===== config.mk =====
export PLATFORM = sky130hd
export DESIGN_NAME = memory_value_scan_filter_unit
export DESIGN_NICKNAME = d
export VERILOG_FILES = /design/src/rtl/mvsf_pkg.sv /design/src/rtl/mvsf_front.sv /design/src/rtl/mvsf_back.sv /design/src/rtl/memory_value_scan_filter_unit.sv
export SDC_FILE = /design/constraint.sdc
export NUM_CORES = 1
export LEC_CHECK = 0
export BUFFER_PORTS_ARGS = -buffer_cell sky130_fd_sc_hd__buf_2
export CORE_MARGIN = 2
export CORE_UTILIZATION = 42
export DETAILED_ROUTE_END_ITERATION = 6
export GPL_ROUTABILITY_DRIVEN = 0
export PLACE_DENSITY = 0.65
export SLEW_MARGIN = 20
export SYNTH_ARGS = -nofsm -noshare
export SYNTH_HDL_FRONTEND = slang
export SYNTH_SLANG_ARGS = --single-unit

===== constraint.sdc =====
create_clock -name clk -period 5.8 [get_ports clk]
set_input_delay 0.58 -clock clk [delete_from_list [all_inputs] [get_ports clk]]
set_output_delay 0.58 -clock clk [all_outputs]
set_load 0.005 [all_outputs]

===== src/rtl/mvsf_pkg.sv =====
// mvsf_pkg: shared types, codes and helper functions for the memory value scan filter
// no dependencies
package mvsf_pkg;

	localparam int ADDR_BITS  = 26;
	localparam int VALUE_BITS = 32;
	localparam int COUNT_BITS = 27;
	localparam int CFG_BITS   = 32;
	localparam int IDX_BITS   = 2;
	localparam int QUEUE_DEPTH = 4;
	localparam int QPTR_BITS  = 2;

	localparam logic [IDX_BITS-1:0] REG_VALUE_TYPE    = 2'd0;
	localparam logic [IDX_BITS-1:0] REG_PASS_MODE     = 2'd1;
	localparam logic [IDX_BITS-1:0] REG_CONDITION     = 2'd2;
	localparam logic [IDX_BITS-1:0] REG_COMPARE_VALUE = 2'd3;

	localparam logic [1:0] VT_BYTE  = 2'd0;
	localparam logic [1:0] VT_HALF  = 2'd1;
	localparam logic [1:0] VT_WORD  = 2'd2;
	localparam logic [1:0] VT_FLOAT = 2'd3;

	localparam logic [3:0] COND_EQ      = 4'd0;
	localparam logic [3:0] COND_NE      = 4'd1;
	localparam logic [3:0] COND_GT      = 4'd2;
	localparam logic [3:0] COND_LT      = 4'd3;
	localparam logic [3:0] COND_UNKNOWN = 4'd4;
	localparam logic [3:0] COND_SAME    = 4'd5;
	localparam logic [3:0] COND_DIFF    = 4'd6;
	localparam logic [3:0] COND_GREATER = 4'd7;
	localparam logic [3:0] COND_LESS    = 4'd8;

	localparam logic [COUNT_BITS-1:0] COUNT_MAX = '1;

	// classified request handed from front to back
	typedef struct packed {
		logic                  hit;
		logic                  last;
		logic [ADDR_BITS-1:0]  address;
		logic [VALUE_BITS-1:0] value;
	} mvsf_req_t;

	typedef struct packed {
		logic                  matched;
		logic [ADDR_BITS-1:0]  address;
		logic [VALUE_BITS-1:0] value;
		logic [COUNT_BITS-1:0] total;
		logic                  pass_end;
	} mvsf_res_t;

	function automatic logic [VALUE_BITS-1:0] width_mask(input logic [1:0] vt);
		logic [VALUE_BITS-1:0] m;
		unique case (vt)
			VT_BYTE: m = 32'h0000_00ff;
			VT_HALF: m = 32'h0000_ffff;
			default: m = 32'hffff_ffff;
		endcase
		return m;
	endfunction

	function automatic logic is_nan(input logic [VALUE_BITS-1:0] v);
		return (v[30:23] == 8'hff) && (v[22:0] != 23'd0);
	endfunction

	// order-preserving key for float bits, both zeros equal
	function automatic logic [VALUE_BITS-1:0] float_key(input logic [VALUE_BITS-1:0] v);
		logic [VALUE_BITS-1:0] k;
		if (v[30:0] == 31'd0) k = 32'h8000_0000;
		else if (v[31]) k = ~v;
		else k = v | 32'h8000_0000;
		return k;
	endfunction

endpackage


===== src/rtl/mvsf_front.sv =====
// mvsf_front: masks and classifies each incoming word into a hit/miss request
// depends on mvsf_pkg
module mvsf_front (
	input  logic                            clk,
	input  logic                            arst_n,
	input  logic [1:0]                      value_type,
	input  logic                            pass_mode,
	input  logic [3:0]                      condition,
	input  logic [mvsf_pkg::VALUE_BITS-1:0] compare_value,
	input  logic [mvsf_pkg::ADDR_BITS-1:0]  address,
	input  logic [mvsf_pkg::VALUE_BITS-1:0] current_value,
	input  logic [mvsf_pkg::VALUE_BITS-1:0] previous_value,
	input  logic                            last,
	input  logic                            in_go,
	output logic                            req_valid,
	output mvsf_pkg::mvsf_req_t             req
);

	logic [mvsf_pkg::VALUE_BITS-1:0] m, cur, prev, key, a, b, ka, kb;
	logic nan, use_prev, hit, rel_ok;
	logic [1:0] op;
	logic fp_mode;
	logic req_valid_s1;
	mvsf_pkg::mvsf_req_t req_s1;

	always_comb begin
		m        = mvsf_pkg::width_mask(value_type);
		cur      = current_value & m;
		prev     = previous_value & m;
		key      = compare_value & m;
		fp_mode  = (value_type == mvsf_pkg::VT_FLOAT);
		use_prev = (condition >= mvsf_pkg::COND_SAME);
		a        = cur;
		b        = use_prev ? prev : key;
		op       = use_prev ? 2'(condition - mvsf_pkg::COND_SAME) : condition[1:0];
		nan      = fp_mode && (mvsf_pkg::is_nan(a) || mvsf_pkg::is_nan(b));
		ka       = fp_mode ? mvsf_pkg::float_key(a) : a;
		kb       = fp_mode ? mvsf_pkg::float_key(b) : b;
		unique case (op)
			2'd0:    rel_ok = (ka == kb);
			2'd1:    rel_ok = (ka != kb);
			2'd2:    rel_ok = (ka > kb);
			default: rel_ok = (ka < kb);
		endcase
		if (nan) rel_ok = (op == 2'd1);
		if (condition <= mvsf_pkg::COND_LT) hit = rel_ok;
		else if (condition == mvsf_pkg::COND_UNKNOWN) hit = !pass_mode;
		else if (condition <= mvsf_pkg::COND_LESS) hit = pass_mode && rel_ok;
		else hit = 1'b0;
	end

	always_ff @(posedge clk or negedge arst_n) begin
		if (!arst_n) begin
			req_valid_s1 <= 1'b0;
		end else begin
			req_valid_s1 <= in_go;
		end
	end

	always_ff @(posedge clk) begin
		if (in_go) begin
			req_s1.hit     <= hit;
			req_s1.last    <= last;
			req_s1.address <= address;
			req_s1.value   <= cur;
		end
	end

	assign req_valid = req_valid_s1;
	assign req       = req_s1;

endmodule


===== src/rtl/mvsf_back.sv =====
// mvsf_back: request queue, running match counter and result queue
// depends on mvsf_pkg
module mvsf_back (
	input  logic                 clk,
	input  logic                 arst_n,
	input  logic                 req_valid,
	input  mvsf_pkg::mvsf_req_t  req,
	input  logic                 pop,
	output logic                 space_ok,
	output logic                 empty,
	output mvsf_pkg::mvsf_res_t  res
);

	localparam int D = mvsf_pkg::QUEUE_DEPTH;
	localparam int P = mvsf_pkg::QPTR_BITS;

	// request queue between front and back
	mvsf_pkg::mvsf_req_t rq_q [D];
	logic [P-1:0] rq_wr_q, rq_rd_q;
	logic [P:0]   rq_cnt_q;
	// result queue
	mvsf_pkg::mvsf_res_t oq_q [D];
	logic [P-1:0] oq_wr_q, oq_rd_q;
	logic [P:0]   oq_cnt_q;
	logic [mvsf_pkg::COUNT_BITS-1:0] count_q, count_nx;

	mvsf_pkg::mvsf_req_t head;
	logic rq_nonempty, emits, take, oq_full, oq_pop;
	mvsf_pkg::mvsf_res_t newres;

	always_comb begin
		head        = rq_q[rq_rd_q];
		rq_nonempty = (rq_cnt_q != '0);
		oq_full     = (oq_cnt_q == (P+1)'(D));
		emits       = head.hit || head.last;
		take        = rq_nonempty && (!emits || !oq_full);
		oq_pop      = pop && (oq_cnt_q != '0);
		count_nx    = (head.hit && count_q != mvsf_pkg::COUNT_MAX) ? count_q + 1'b1 : count_q;
		newres.matched  = head.hit;
		newres.address  = head.address;
		newres.value    = head.value;
		newres.total    = count_nx;
		newres.pass_end = head.last;
	end

	// front has at most two requests in flight beyond the queue
	assign space_ok = (rq_cnt_q <= (P+1)'(D - 2));
	assign empty    = (oq_cnt_q == '0);
	assign res      = oq_q[oq_rd_q];

	always_ff @(posedge clk or negedge arst_n) begin
		if (!arst_n) begin
			rq_wr_q  <= '0;
			rq_rd_q  <= '0;
			rq_cnt_q <= '0;
			oq_wr_q  <= '0;
			oq_rd_q  <= '0;
			oq_cnt_q <= '0;
			count_q  <= '0;
		end else begin
			if (req_valid) rq_wr_q <= rq_wr_q + 1'b1;
			if (take) begin
				rq_rd_q <= rq_rd_q + 1'b1;
				count_q <= head.last ? '0 : count_nx;
			end
			rq_cnt_q <= rq_cnt_q + (P+1)'(req_valid) - (P+1)'(take);
			if (take && emits) oq_wr_q <= oq_wr_q + 1'b1;
			if (oq_pop) oq_rd_q <= oq_rd_q + 1'b1;
			oq_cnt_q <= oq_cnt_q + (P+1)'(take && emits) - (P+1)'(oq_pop);
		end
	end

	always_ff @(posedge clk) begin
		if (req_valid) rq_q[rq_wr_q] <= req;
		if (take && emits) oq_q[oq_wr_q] <= newres;
	end

	a_rq_no_overflow: assert property (@(posedge clk) disable iff (!arst_n)
		rq_cnt_q <= (P+1)'(D))
		else $error("request queue overflow");
	a_oq_no_overflow: assert property (@(posedge clk) disable iff (!arst_n)
		oq_cnt_q <= (P+1)'(D))
		else $error("result queue overflow");
	a_count_clear: assert property (@(posedge clk) disable iff (!arst_n)
		take && head.last |=> count_q == '0)
		else $error("counter not cleared at pass end");
	a_no_write_full: assert property (@(posedge clk) disable iff (!arst_n)
		req_valid |-> rq_cnt_q != (P+1)'(D) || take)
		else $error("request written into full queue");

endmodule


===== src/rtl/memory_value_scan_filter_unit.sv =====
// memory_value_scan_filter_unit: top level of the memory value scan filter
// depends on mvsf_pkg, mvsf_front, mvsf_back
//
// one word is taken per clock while full is low; a word passes through the
// classifying front register and the request queue and is then retired into
// the result queue. the back retires one request a cycle through the running match
// counter, so sustained rate is one word per cycle as long as results are popped.
// a four-entry request queue decouples the two halves and a four-entry result
// queue sits at the output.
// configuration writes take effect on the next word and are to be made idle.
module memory_value_scan_filter_unit (
	input  logic                            clk,
	input  logic                            arst_n,
	// configuration write port
	input  logic                            cfg_we,
	input  logic [mvsf_pkg::IDX_BITS-1:0]   cfg_index,
	input  logic [mvsf_pkg::CFG_BITS-1:0]   cfg_data,
	// input queue side
	input  logic                            push,
	output logic                            full,
	input  logic [mvsf_pkg::ADDR_BITS-1:0]  address,
	input  logic [mvsf_pkg::VALUE_BITS-1:0] current_value,
	input  logic [mvsf_pkg::VALUE_BITS-1:0] previous_value,
	input  logic                            last,
	// result queue side
	output logic                            empty,
	input  logic                            pop,
	output logic                            matched,
	output logic [mvsf_pkg::ADDR_BITS-1:0]  match_address,
	output logic [mvsf_pkg::VALUE_BITS-1:0] match_value,
	output logic [mvsf_pkg::COUNT_BITS-1:0] match_total,
	output logic                            pass_end
);

	// configuration registers
	logic [1:0]                      value_type_q;
	logic                            pass_mode_q;
	logic [3:0]                      condition_q;
	logic [mvsf_pkg::VALUE_BITS-1:0] compare_value_q;

	logic                 in_go, req_valid, space_ok;
	mvsf_pkg::mvsf_req_t  req;
	mvsf_pkg::mvsf_res_t  res;

	always_ff @(posedge clk or negedge arst_n) begin
		if (!arst_n) begin
			value_type_q    <= mvsf_pkg::VT_WORD;
			pass_mode_q     <= 1'b0;
			condition_q     <= mvsf_pkg::COND_EQ;
			compare_value_q <= '0;
		end else if (cfg_we) begin
			unique case (cfg_index)
				mvsf_pkg::REG_VALUE_TYPE:    value_type_q    <= cfg_data[1:0];
				mvsf_pkg::REG_PASS_MODE:     pass_mode_q     <= cfg_data[0];
				mvsf_pkg::REG_CONDITION:     condition_q     <= cfg_data[3:0];
				mvsf_pkg::REG_COMPARE_VALUE: compare_value_q <= cfg_data;
			endcase
		end
	end

	// request accepted from the input side
	assign full  = !space_ok;
	assign in_go = push && space_ok;

	mvsf_front u_front (
		.clk            (clk),
		.arst_n         (arst_n),
		.value_type     (value_type_q),
		.pass_mode      (pass_mode_q),
		.condition      (condition_q),
		.compare_value  (compare_value_q),
		.address        (address),
		.current_value  (current_value),
		.previous_value (previous_value),
		.last           (last),
		.in_go          (in_go),
		.req_valid      (req_valid),
		.req            (req)
	);

	// counter, request queue and result queue
	mvsf_back u_back (
		.clk       (clk),
		.arst_n    (arst_n),
		.req_valid (req_valid),
		.req       (req),
		.pop       (pop),
		.space_ok  (space_ok),
		.empty     (empty),
		.res       (res)
	);

	assign matched       = res.matched;
	assign match_address = res.address;
	assign match_value   = res.value;
	assign match_total   = res.total;
	assign pass_end      = res.pass_end;

endmodule


==> results by group, run 1 <==
Critical path
  • R2R Path Start: condition_q[0]
  • Crit Path Class: flop to flop
  • CP bufs+invs: 2
  • Worst EP arrival: 5.37 ns
  • CP Launch Type: flop
  • Max incr delay on CP: roughly 0.48 ns
  • R2r setup slk: 0.77 ns
  • Crit Path Max Fanout: 19
  • Reg2reg end: u_front.req[59]
  • Worst Path Required: 6.14 ns
  • Crit. End Element: flop
  • Crit path cell chain: inv_1, ha_1, nand2b_1, a21o_1, buf_4, nand4_1, a32o_1, a31o_1, or2_1, nand2_1, ha_1, a21oi_1, o21ai_0, a221o_1, a221o_1, a211oi_1, mux2i_1, a31oi_1
  • CP delay by family, top: compound AO/OA/AOI/OAI gates
  • Critical Path Slowest Stage Cell: a21o_1
  • FF-to-FF path depth: 18

Power and ir drop
  • Peak VDD IR: ~0.38 mV
  • PwrDens: 523 nW/µm²
  • Lkg Pwr: between 10 and 15 nW

GRT
  • GRT Util Overall: 16.8%
  • Initial antenna violation count: 14
  • Busiest grt layer: met2
  • Met2 Track Usage GR: 28.5%
  • Total grt overflow: 0
  • First-pass GRT wire length: approximately 94,000 µm
  • Largest net degree at the start of global routing: 55
  • Vias in the first global route: 16,000
  • GR Util met3: 3.66%
  • Met1 Track Usage GR: 21.7%

Yosys
  • Post-synth EDFFs: 648
  • Cells after Synth: roughly 1,600
  • Avg Cell Area, Syn: approximately 18 µm²
  • Synth Area in Compound Gates: roughly 3.4%
  • Netlist cell types: 64
  • Ys async rst share: 11.1%
  • Syn nets: 1,822
  • Synth Flop Type: edfxtp_1
  • Mux share of post-synthesis cell area: 12.9%
  • Synthesis Warnings: 0
  • Post-synthesis sequential area ratio: 72.1%
  • Post-Synth Adder-Cell Area: 2.19%
  • Simple-gate share of the synthesized area: 5.62%
  • Post-synthesis xor/xnor area fraction: 2.23%
  • Largest family of logic cells by synthesized area: multiplexers
  • Yosys reg bits: 729
  • Post-Syn Area: about 30,000 µm²

Hold path
  • HP Start: address[20]
  • Class of the worst hold path: input pin to flop
  • Hold depth: 1
  • WHS Endpoint: u_front.req[52]

Detailed routing
  • Vias per cell: 5.39
  • Routed WL per cell: about 21 µm
  • Pre-antenna DRT Iters: 6
  • DR iter-0 viols: 1,207
  • Post-DRT Antenna Nets: 0
  • DRC viols: 0
  • Final wirelength: 61,300 µm
  • Routed vias: 15,600

Die
  • Initial Util: roughly 42%
  • Ports: roughly 220
  • Row cnt: 97
  • Die width: 270 µm
  • Die Area: 73,100 µm²
  • Die H: 270 µm
  • Core footprint: 70,100 µm²

STA
  • Hold Fails Final Rpt: 0
  • Worst slew margin: 35.0%
  • Fin Setup TNS: 0 ns
  • Max Fclk: 0.199 GHz
  • Worst-margin pin slew: 0.975 ns
  • RSZ-0062 raised after global routing: no
  • Final setup skew: 0.0256 ns
  • Final period util: 86.7%
  • Final count of negative-setup-slack endpoints: 0
  • Minimum clock period: 5.03 ns
  • Max-slew violations: 0
  • Worst setup margin: a little under 0.8 ns

Final layout
  • Area occupied by registers: 21,500 µm²
  • Ratio of cells with drive above 1 in the final layout: ~30%
  • Fillers: a little under 6,000
  • NumNets Final: 2,067
  • Multi-input gate area: 7910 µm²
  • Final Cell Area: 34,300 µm²
  • Most frequent cells in the layout: edfxtp_1, buf_2, mux4_2, nand2_1
  • Commonest non-fill, non-tap cell in the layout: edfxtp_1
  • Layout area overhead: 15.3%
  • Fin util: 48.9%

Placement
  • Post-DP HPWL: 39,700 µm
  • Port Buffers: roughly 220
  • Pre-CTS setup slack: between 0.6 and 0.7 ns
  • DP Area: 32,000 µm²

Flow run
  • MaxCap Viol Count: 0

CTS
  • Clock latency on the worst-skew pair: 0.61 ns
  • CTS tree: done
  • CTS root buf: clkbuf_16
  • Clock Path Buffers: 3
  • CTS buffer count: between 70 and 80
  • CTS H-tree depth: 3
  • Post-cts resize count: 0
  • Hold-fix buffers, CTS: 1
  • Clock sink count: 729
  • Setup bufs post-CTS: 0
  • Reg clk slew, reported paths: roughly 0.06 ns

Outcome
  • Status: completed
## metrics by stage
step	hold WS (ns)	power (mW)	cells
final	0.147	18.0	2892
after global routing	0.121	18.9	2888
after CTS	0.110	18.3	2886
after detailed placement	0.477	13.7	2748
after global placement	0.469	13.5	2748
after floorplan	0.284	11.7	1641
## synthesized netlist by cell type, drive strengths merged (2+ instances only)
| cell type | number | area share [%] |
|---|---|---|
| clkinv | 2 | 0.029 |
| dfrtp | 80 | 6.7 |
| a21o | 8 | 0.20 |
| mux4 | 147 | 11 |
| xnor2 | 32 | 0.94 |
| or4 | 2 | 0.050 |
| a22o | 3 | 0.088 |
| a22oi | 2 | 0.050 |
| a31oi | 13 | 0.27 |
| fa | 2 | 0.13 |
| clkbuf | 50 | 0.63 |
| xor2 | 44 | 1.3 |
| a21oi | 47 | 0.79 |
| edfxtp | 648 | 65 |
| nor2 | 31 | 0.40 |
| nand2b | 2 | 0.050 |
| a211oi | 4 | 0.12 |
| and3 | 15 | 0.32 |
| or3 | 4 | 0.084 |
| inv | 17 | 0.21 |
| and2 | 47 | 0.99 |
| o211ai | 2 | 0.050 |
| nand4 | 17 | 0.36 |
| o21ai | 57 | 0.96 |
| nor4 | 23 | 0.53 |
| nand2 | 137 | 1.7 |
| or2 | 3 | 0.071 |
| nor3 | 6 | 0.12 |
| nand3 | 19 | 0.32 |
| nor2b | 7 | 0.15 |
| ha | 49 | 2.1 |
| mux2i | 9 | 0.30 |
| o31ai | 15 | 0.55 |
| buf | 30 | 0.63 |
| and4 | 12 | 0.35 |
| a221o | 2 | 0.067 |
| mux2 | 39 | 1.5 |
| a31o | 2 | 0.059 |
## worst max-delay path by stage
stage / from / to / slack [ns] / cells past startpoint
2_1_floorplan: u_back.rq_rd_q[0] / u_back.oq_q[0][0] / 1.36 / 9
3_3_place_gp: current_value[10] / u_front.req[59] / 0.79 / 15
3_5_place_dp: current_value[10] / u_front.req[59] / 0.68 / 15
4_1_cts: condition_q[0] / u_front.req[59] / 0.81 / 18
5_1_grt: condition_q[0] / u_front.req[59] / 0.47 / 19
6_report: condition_q[0] / u_front.req[59] / 0.77 / 18
## per-layer routing
layer | up-vias | share of wire (%) | wire length (µm)
met2 | 414 | 49 | 30300
met5 | - | 0.18 | 109
met1 | 8022 | 42 | 26100
met4 | 18 | 2.3 | 1440
met3 | 126 | 5.5 | 3400
li1 | 7001 | - | -
## cells by family after synthesis
family,count (synthesis)
XOR/XNOR,76
multiplexers,195
adder cells (fa/ha/maj),51
AND/OR/NAND/NOR,329
flip-flops,729
buffers and inverters,99
AO/OA/AOI/OAI,162
## report_power, final
| part | total (mW) | switching (mW) | internal (mW) |
|---|---|---|---|
| logic | 5.01 | 2.85 | 2.16 |
| clock network | 4.49 | 1.93 | 2.56 |
| registers | 8.44 | 0.640 | 7.80 |
| total | 18.0 | 5.43 | 12.5 |
## worst reg2reg max path, stage by stage (launching register included)
cell      delay [ns]
dfrtp_1         0.41
inv_1           0.15
ha_1            0.23
nand2b_1        0.11
a21o_1          0.48
buf_4           0.30
nand4_1         0.11
a32o_1          0.33
a31o_1          0.21
or2_1           0.42
nand2_1         0.15
ha_1            0.24
a21oi_1         0.14
o21ai_0         0.15
a221o_1         0.37
a221o_1         0.33
a211oi_1        0.32
mux2i_1         0.22
a31oi_1         0.10
## state kept, by name, summed over array words and instances, names as in the netlist, 3 cells and up
register	count
u_back.oq_q	348
u_back.rq_q	240
u_front.req	60
compare_value_q	32
u_back.count_q	27
condition_q	4
u_back.oq_cnt_q	3
u_back.rq_cnt_q	3
## layout make-up
cell class	count	share of cell area, %
sequential	729	62.6
tap	940	3.43
timing repair buffer	248	3.99
clock inverter	44	0.926
inverter	19	0.211
clock buffer	93	5.75
multi-input combinational	813	23.0
antenna	6	0.0437
Note: power is estimated with default switching activity, not from simulation.
==> inputs of run 2 (changes only) <==
CORE_MARGIN = 4   (was 2)
PLACE_DENSITY = unset   (was 0.65)
PLACE_DENSITY_LB_ADDON = 0.2   (was unset)
==> run 2 against run 1 <==
Effect of this change:
- critical path depth shrank 1
- combinational power is essentially flat
- design area grew 0.68%
- first-iteration DRC count shrank 17%
- via count shrank 1.8%
- fmax grew 4.0%
- clock skew shrank 0.0094 ns
- clock power grew 8.2%
- cell count is essentially flat
- setup slack gained 0.19 ns
- critical endpoint unchanged
- largest cell class unchanged
==> results by group, run 2 (synthesis gave the netlist of run 1 again) <==
Die
  • Core footprint: 70,100 µm² (unchanged)
  • Die width: 274 µm (was 270 µm)
  • Ports: 219 (unchanged)
  • Die H: 274 µm (was 270 µm)
  • Initial Util: 42.5% (unchanged)
  • Row cnt: 97 (unchanged)
  • Die Area: 75,200 µm² (was 73,100 µm²)

STA
  • Worst setup margin: 0.962 ns (was 0.769 ns)
  • Max-slew violations: 0 (unchanged)
  • Final period util: 83.4% (was 86.7%)
  • RSZ-0062 raised after global routing: no (unchanged)
  • Final setup skew: 0.0161 ns (was 0.0256 ns)
  • Max Fclk: 0.207 GHz (was 0.199 GHz)
  • Final count of negative-setup-slack endpoints: 0 (unchanged)
  • Hold Fails Final Rpt: 0 (unchanged)
  • Fin Setup TNS: 0 ns (unchanged)
  • Worst-margin pin slew: 1.07 ns (was 0.975 ns)
  • Minimum clock period: 4.84 ns (was 5.03 ns)
  • Worst slew margin: 28.9% (was 35.0%)
  • Min Hold Slack: 0.141 ns (was 0.147 ns)

Placement
  • Port Buffers: 218 (unchanged)
  • Post-DP HPWL: 39,700 µm (about the same)
  • Pre-CTS setup slack: 0.574 ns (was 0.682 ns)
  • Placed Instances: 2,752 (was 2,748)

Detailed routing
  • Pre-antenna DRT Iters: 5 (was 6)
  • Final wirelength: 62,800 µm (was 61,300 µm)
  • Routed WL per cell: 21.7 µm (was 21.2 µm)
  • DR iter-0 viols: 1,007 (was 1,207)
  • Post-DRT Antenna Nets: 0 (unchanged)
  • DRC viols: 0 (unchanged)
  • Vias per cell: 5.29 (was 5.39)
  • Routed vias: 15,300 (was 15,600)

Final layout
  • Fin util: 49.3% (was 48.9%)
  • Non-filler cells, final: 2,894 (was 2,892)
  • Most frequent cells in the layout: edfxtp_1, buf_2, mux4_2, nand2_1, dfrtp_1 (was edfxtp_1, buf_2, mux4_2, nand2_1)
  • Layout area overhead: 16.1% (was 15.3%)
  • Reg with most FFs: u_back.oq_q (unchanged)
  • NumNets Final: 2,071 (was 2,067)
  • Commonest non-fill, non-tap cell in the layout: edfxtp_1 (unchanged)
  • Largest register FFs: 348 (unchanged)
  • Ratio of cells with drive above 1 in the final layout: 30.2% (was 29.5%)

Outcome
  • Status: completed (unchanged)

Power and ir drop
  • Lkg Pwr: 12.3 nW (was 12.2 nW)
  • Peak VDD IR: 0.332 mV (was 0.381 mV)
  • PwrDens: 531 nW/µm² (was 523 nW/µm²)

CTS
  • Hold-fix buffers, CTS: 1 (unchanged)
  • Post-cts resize count: 0 (unchanged)
  • CTS tree: done (unchanged)
  • Reg clk slew, reported paths: 0.06 ns (about the same)
  • Clock latency on the worst-skew pair: 0.61 ns (about the same)
  • Clock Path Buffers: 3 (unchanged)
  • Clock sink count: 729 (unchanged)
  • CTS H-tree depth: 3 (unchanged)
  • CTS buffer count: 75 (unchanged)
  • Setup bufs post-CTS: 0 (unchanged)
  • CTS root buf: clkbuf_16 (unchanged)

GRT
  • First-pass GRT wire length: 97,000 µm (was 94,300 µm)
  • Largest net degree at the start of global routing: 61 (was 55)
  • Vias in the first global route: 16,100 (was 16,000)
  • Total grt overflow: 0 (unchanged)
  • GRT Util Overall: 16.9% (was 16.8%)
  • Initial antenna violation count: 9 (was 14)

Flow run
  • MaxCap Viol Count: 0 (unchanged)

Critical path
  • Crit Path Max Fanout: 15 (was 19)
  • Crit Path Class: flop to flop (unchanged)
  • CP Launch Type: flop (unchanged)
  • Worst Path Required: 6.14 ns (about the same)
  • Crit. End Element: flop (unchanged)
  • Worst EP arrival: 5.18 ns (was 5.37 ns)

Hold path
  • Class of the worst hold path: input pin to flop (unchanged)
==> run 2: worst paths after layout <==
path                                      start                   to  slack [ns]  cells after the start
worst max-delay path             condition_q[0]      u_front.req[59]        0.96                     17
worst min-delay path                address[15]      u_front.req[47]        0.14                      1
worst max register to register   condition_q[0]      u_front.req[59]        0.96                     17
worst min register to register  u_front.req[38]   u_back.rq_q[1][38]        0.49                      0
max in group asynchronous                arst_n    u_back.oq_rd_q[1]        4.22                      3
min in group asynchronous                arst_n  compare_value_q[11]        0.50                      2
==> run 2: layout make-up <==
class	instances	area (µm²)
Inverter	19	72.6
Fill cell	5902	35600
Multi-Input combinational cell	813	7900
Clock buffer	86	1930
Sequential cell	729	21500
Clock inverter	49	576
Tap cell	940	1180
Timing Repair Buffer	252	1400
Antenna cell	6	15.0
==> run 2: power breakdown <==
group / switching [mW] / internal, mW / total [mW]
combinational: 2.86 / 2.17 / 5.03
sequential: 0.670 / 7.80 / 8.47
clock: 2.00 / 2.87 / 4.86
==> run 2: worst max-delay path: stages, from the launching register on <==
cell and delay [ns]:
dfrtp_1 0.42, inv_1 0.19, ha_1 0.18, nand2b_1 0.08, a21oi_2 0.55, o2111ai_1 0.20, a32o_1 0.36, a31o_1 0.22
or2_1 0.40, nand2_1 0.14, ha_1 0.25, a21oi_1 0.14, o21ai_0 0.14, a221o_1 0.38, a221o_1 0.33, a211oi_1 0.28
mux2i_1 0.22, a31oi_1 0.10
==> run 2: layer usage <==
metal / wire length (µm) / up-vias / GRT usage [%] / part of all wire (%)
li1: - / 7019 / - / -
met4: 1190 / 8 / 4.65 / 1.9
met2: 31400 / 354 / 29.0 / 50
met1: 26700 / 7833 / 21.9 / 42
met3: 3510 / 83 / 3.76 / 5.6
met5: 46 / - / 0 / 0.073
==> run 2: per-stage QoR <==
stage | area [µm²] | power [mW]
after floorplan | 29800 | 11.7
after global routing | 34600 | 19.4
final | 34600 | 18.4
after detailed placement | 32000 | 13.8
after global placement | 32000 | 13.6
after CTS | 34600 | 18.7
==> inputs of run 3 (changes only) <==
clock period = 4.9 ns   (was 5.8 ns; I/O delays follow)
==> run 3 against run 2 <==
Effect of this change:
- global-route usage down 0.095 points
- critical path depth shrank 2
- die area did not move
- power grew 17%
- core utilization about the same
- wire length down 0.56%
- setup slack lost 0.55 ns
- count of clock-buffer cells in the layout grew 11
- sequential power is 18% higher
- design area hardly changed
- non-clock buffer count grew 6
- flip-flop and latch count stayed put
- largest power group unchanged
==> results by group, run 3 (synthesis gave the netlist of run 1 again) <==
Outcome
  • Status: completed (unchanged)

STA
  • Worst-margin pin slew: 0.974 ns (was 1.07 ns)
  • Worst slew margin: 35.0% (was 28.9%)
  • Fin Setup TNS: 0 ns (unchanged)
  • Minimum clock period: 4.49 ns (was 4.84 ns)
  • Max-slew violations: 0 (unchanged)
  • Min Hold Slack: 0.0619 ns (was 0.141 ns)
  • Final count of negative-setup-slack endpoints: 0 (unchanged)
  • Final period util: 91.5% (was 83.4%)
  • Max Fclk: 0.223 GHz (was 0.207 GHz)
  • Hold Fails Final Rpt: 0 (unchanged)
  • Final setup skew: 0.0261 ns (was 0.0161 ns)
  • RSZ-0062 raised after global routing: no (unchanged)

Critical path
  • Worst Path Required: 5.25 ns (was 6.14 ns)
  • Worst EP arrival: 4.84 ns (was 5.18 ns)
  • Crit Path Max Fanout: 15 (unchanged)
  • Max incr delay on CP: 0.52 ns (was 0.55 ns)
  • FF-to-FF path depth: 15 (was 17)
  • Crit. End Element: flop (unchanged)
  • Most used cell, CP: a221o_1
  • Crit Path Class: flop to flop (unchanged)
  • CP Launch Type: flop (unchanged)
  • Worst Setup SP: compare_value_q[16] (was condition_q[0])
  • CP endpoint: u_front.req[59] (unchanged)
  • R2R Path Start: compare_value_q[16] (was condition_q[0])
  • Critical Path Slowest Stage Cell: or4_1 (was a21oi_2)
  • Reg2reg end: u_front.req[59] (unchanged)
  • Crit path cell chain: or4_1, nor4_1, o2111ai_1, a32o_1, a31o_1, or2_1, buf_4, nand2_1, ha_1, and4_1, a221o_1, a221o_1, a211oi_1, mux2i_1, a31oi_1 (was inv_1, ha_1, nand2b_1, a21oi_2, o2111ai_1, a32o_1, a31o_1, or2_1, nand2_1, ha_1, a21oi_1, o21ai_0, a221o_1, a221o_1, a211oi_1, mux2i_1, a31oi_1)
  • R2r setup slk: 0.41 ns (was 0.96 ns)

Placement
  • Placed Instances: 2,758 (was 2,752)
  • Post-DP HPWL: 39,900 µm (was 39,700 µm)
  • Port Buffers: 218 (unchanged)

Detailed routing
  • Routed vias: 15,400 (was 15,300)
  • Final wirelength: 62,500 µm (was 62,800 µm)
  • Vias per cell: 5.30 (was 5.29)
  • Pre-antenna DRT Iters: 5 (unchanged)
  • Routed WL per cell: 21.5 µm (was 21.7 µm)
  • DRC viols: 0 (unchanged)
  • Post-DRT Antenna Nets: 0 (unchanged)
  • DR iter-0 viols: 982 (was 1,007)

Final layout
  • Non-filler cells, final: 2,910 (was 2,894)
  • Largest register FFs: 348 (unchanged)
  • NumNets Final: 2,079 (was 2,071)
  • Reg with most FFs: u_back.oq_q (unchanged)
  • Ratio of cells with drive above 1 in the final layout: 30.0% (was 30.2%)
  • Commonest non-fill, non-tap cell in the layout: edfxtp_1 (unchanged)
  • Most frequent cells in the layout: edfxtp_1, buf_2, mux4_2, nand2_1, clkbuf_16 (was edfxtp_1, buf_2, mux4_2, nand2_1, dfrtp_1)
  • Layout area overhead: 16.1% (about the same)
  • Fillers: 5,891 (was 5,902)

Die
  • Die Area: 75,200 µm² (unchanged)
  • Die width: 274 µm (unchanged)
  • Die H: 274 µm (unchanged)
  • Ports: 219 (unchanged)
  • Core footprint: 70,100 µm² (unchanged)
  • Row cnt: 97 (unchanged)
  • Initial Util: 42.5% (unchanged)

Flow run
  • MaxCap Viol Count: 0 (unchanged)

Power and ir drop
  • Switching share of power: 30.2% (was 30.1%)
  • Pwr Total: 21.6 mW (was 18.4 mW)
  • Clock share of power: 25.9% (was 26.5%)
  • Sequential share of power: 46.3% (was 46.1%)
  • Comb pwr share: 27.8% (was 27.4%)
  • NetSw: 6.52 mW (was 5.53 mW)
  • PwrDens: 623 nW/µm² (was 531 nW/µm²)
  • Lkg Pwr: 12.3 nW (about the same)
  • Internal Power: 15.0 mW (was 12.8 mW)
  • Peak VDD IR: 0.395 mV (was 0.332 mV)

GRT
  • Total grt overflow: 0 (unchanged)
  • Vias in the first global route: 16,200 (was 16,100)
  • Initial antenna violation count: 18 (was 9)
  • Largest net degree at the start of global routing: 78 (was 61)
  • GRT Util Overall: 16.8% (was 16.9%)
  • First-pass GRT wire length: 96,300 µm (was 97,000 µm)

CTS
  • Reg clk slew, reported paths: 0.06 ns (about the same)
  • CTS tree: done (unchanged)
  • Clock Path Buffers: 3 (unchanged)
  • CTS buffer count: 77 (was 75)
  • Clock sink count: 729 (unchanged)
  • Post-cts resize count: 0 (unchanged)
  • Clock latency on the worst-skew pair: 0.62 ns (was 0.61 ns)
  • CTS root buf: clkbuf_16 (unchanged)
  • CTS H-tree depth: 3 (unchanged)

Hold path
  • Class of the worst hold path: input pin to flop (unchanged)
[run 3: cell types whose count changed in the layout (fill, tap and decap cells not counted), moves of 2 or more]
cell	before	now
clkinv_1	10	15
diode_2	6	10
clkinvlp_4	2	5
bufinv_16	10	5
clkbuf_1	10	18
clkbuf_16	75	78
clkinv_4	2	0
clkinv_8	2	4
buf_4	30	35
clkinv_2	19	13
[run 3: power groups by stage]
stage	combinational, mW	sequential [mW]	clock, mW
after floorplan	4.05	9.79	0
after global placement	6.11	10.0	0
after detailed placement	6.20	10.1	0
after CTS	6.21	10.0	5.75
after global routing	6.61	10.2	6.01
final	5.99	9.98	5.59
[run 3: worst min-delay path by stage]
stage                start                  end  slack, ns  depth (start not counted)
6_report        address[8]      u_front.req[40]       0.06                          1
5_1_grt        address[15]      u_front.req[47]       0.02                          1
4_1_cts        address[24]      u_front.req[56]      0.007                          1
3_5_place_dp        arst_n  compare_value_q[15]       0.48                          1
3_3_place_gp        arst_n  compare_value_q[15]       0.47                          1
2_1_floorplan       arst_n   compare_value_q[0]       0.19                          0
[run 3: final cells by class]
type                            instances  area [µm²]  share of cell area (%)
Sequential cell                       729       21500                    62.2
Multi-Input combinational cell        813        7900                    22.8
Clock buffer                           97        2030                    5.88
Timing Repair Buffer                  258        1460                    4.22
Tap cell                              940        1180                    3.40
Clock inverter                         44         423                    1.22
Inverter                               19        72.6                   0.210
Antenna cell                           10        25.0                  0.0723
[run 3: critical path: cells and delay by family, from the launching register on]
| family | cells | cell delay, ns |
|---|---|---|
| DFF | 1 | 0.39 |
| adders and majority gates | 1 | 0.24 |
| AOI/OAI and AO/OA | 7 | 1.73 |
| buffers and inverters | 1 | 0.25 |
| muxes | 1 | 0.22 |
| and+or+nand+nor | 5 | 1.40 |
[run 3: metal layers]
| metal | GRT usage (%) | vias to the layer above | part of all wire (%) |
|---|---|---|---|
| li1 | - | 7043 | - |
| met1 | 21.8 | 7881 | 42 |
| met2 | 28.5 | 383 | 50 |
| met3 | 3.95 | 97 | 5.8 |
| met4 | 4.94 | 14 | 2.0 |
| met5 | 0 | - | 0.16 |
[run 3: metrics by stage]
step	worst slack (ns)	area, µm²	utilization (%)
after floorplan	0.455	29800	-
after global placement	0.314	32100	45.8
after detailed placement	0.224	32100	45.8
after CTS	0.395	34600	49.3
after global routing	0.141	34600	49.3
final	0.415	34600	49.3
[run 3: repair_timing]
item / CTS / global route
hold buffers: 1 / 0
endpoints found under the hold margin: 34 / 0
buffers inserted: 0 / 0
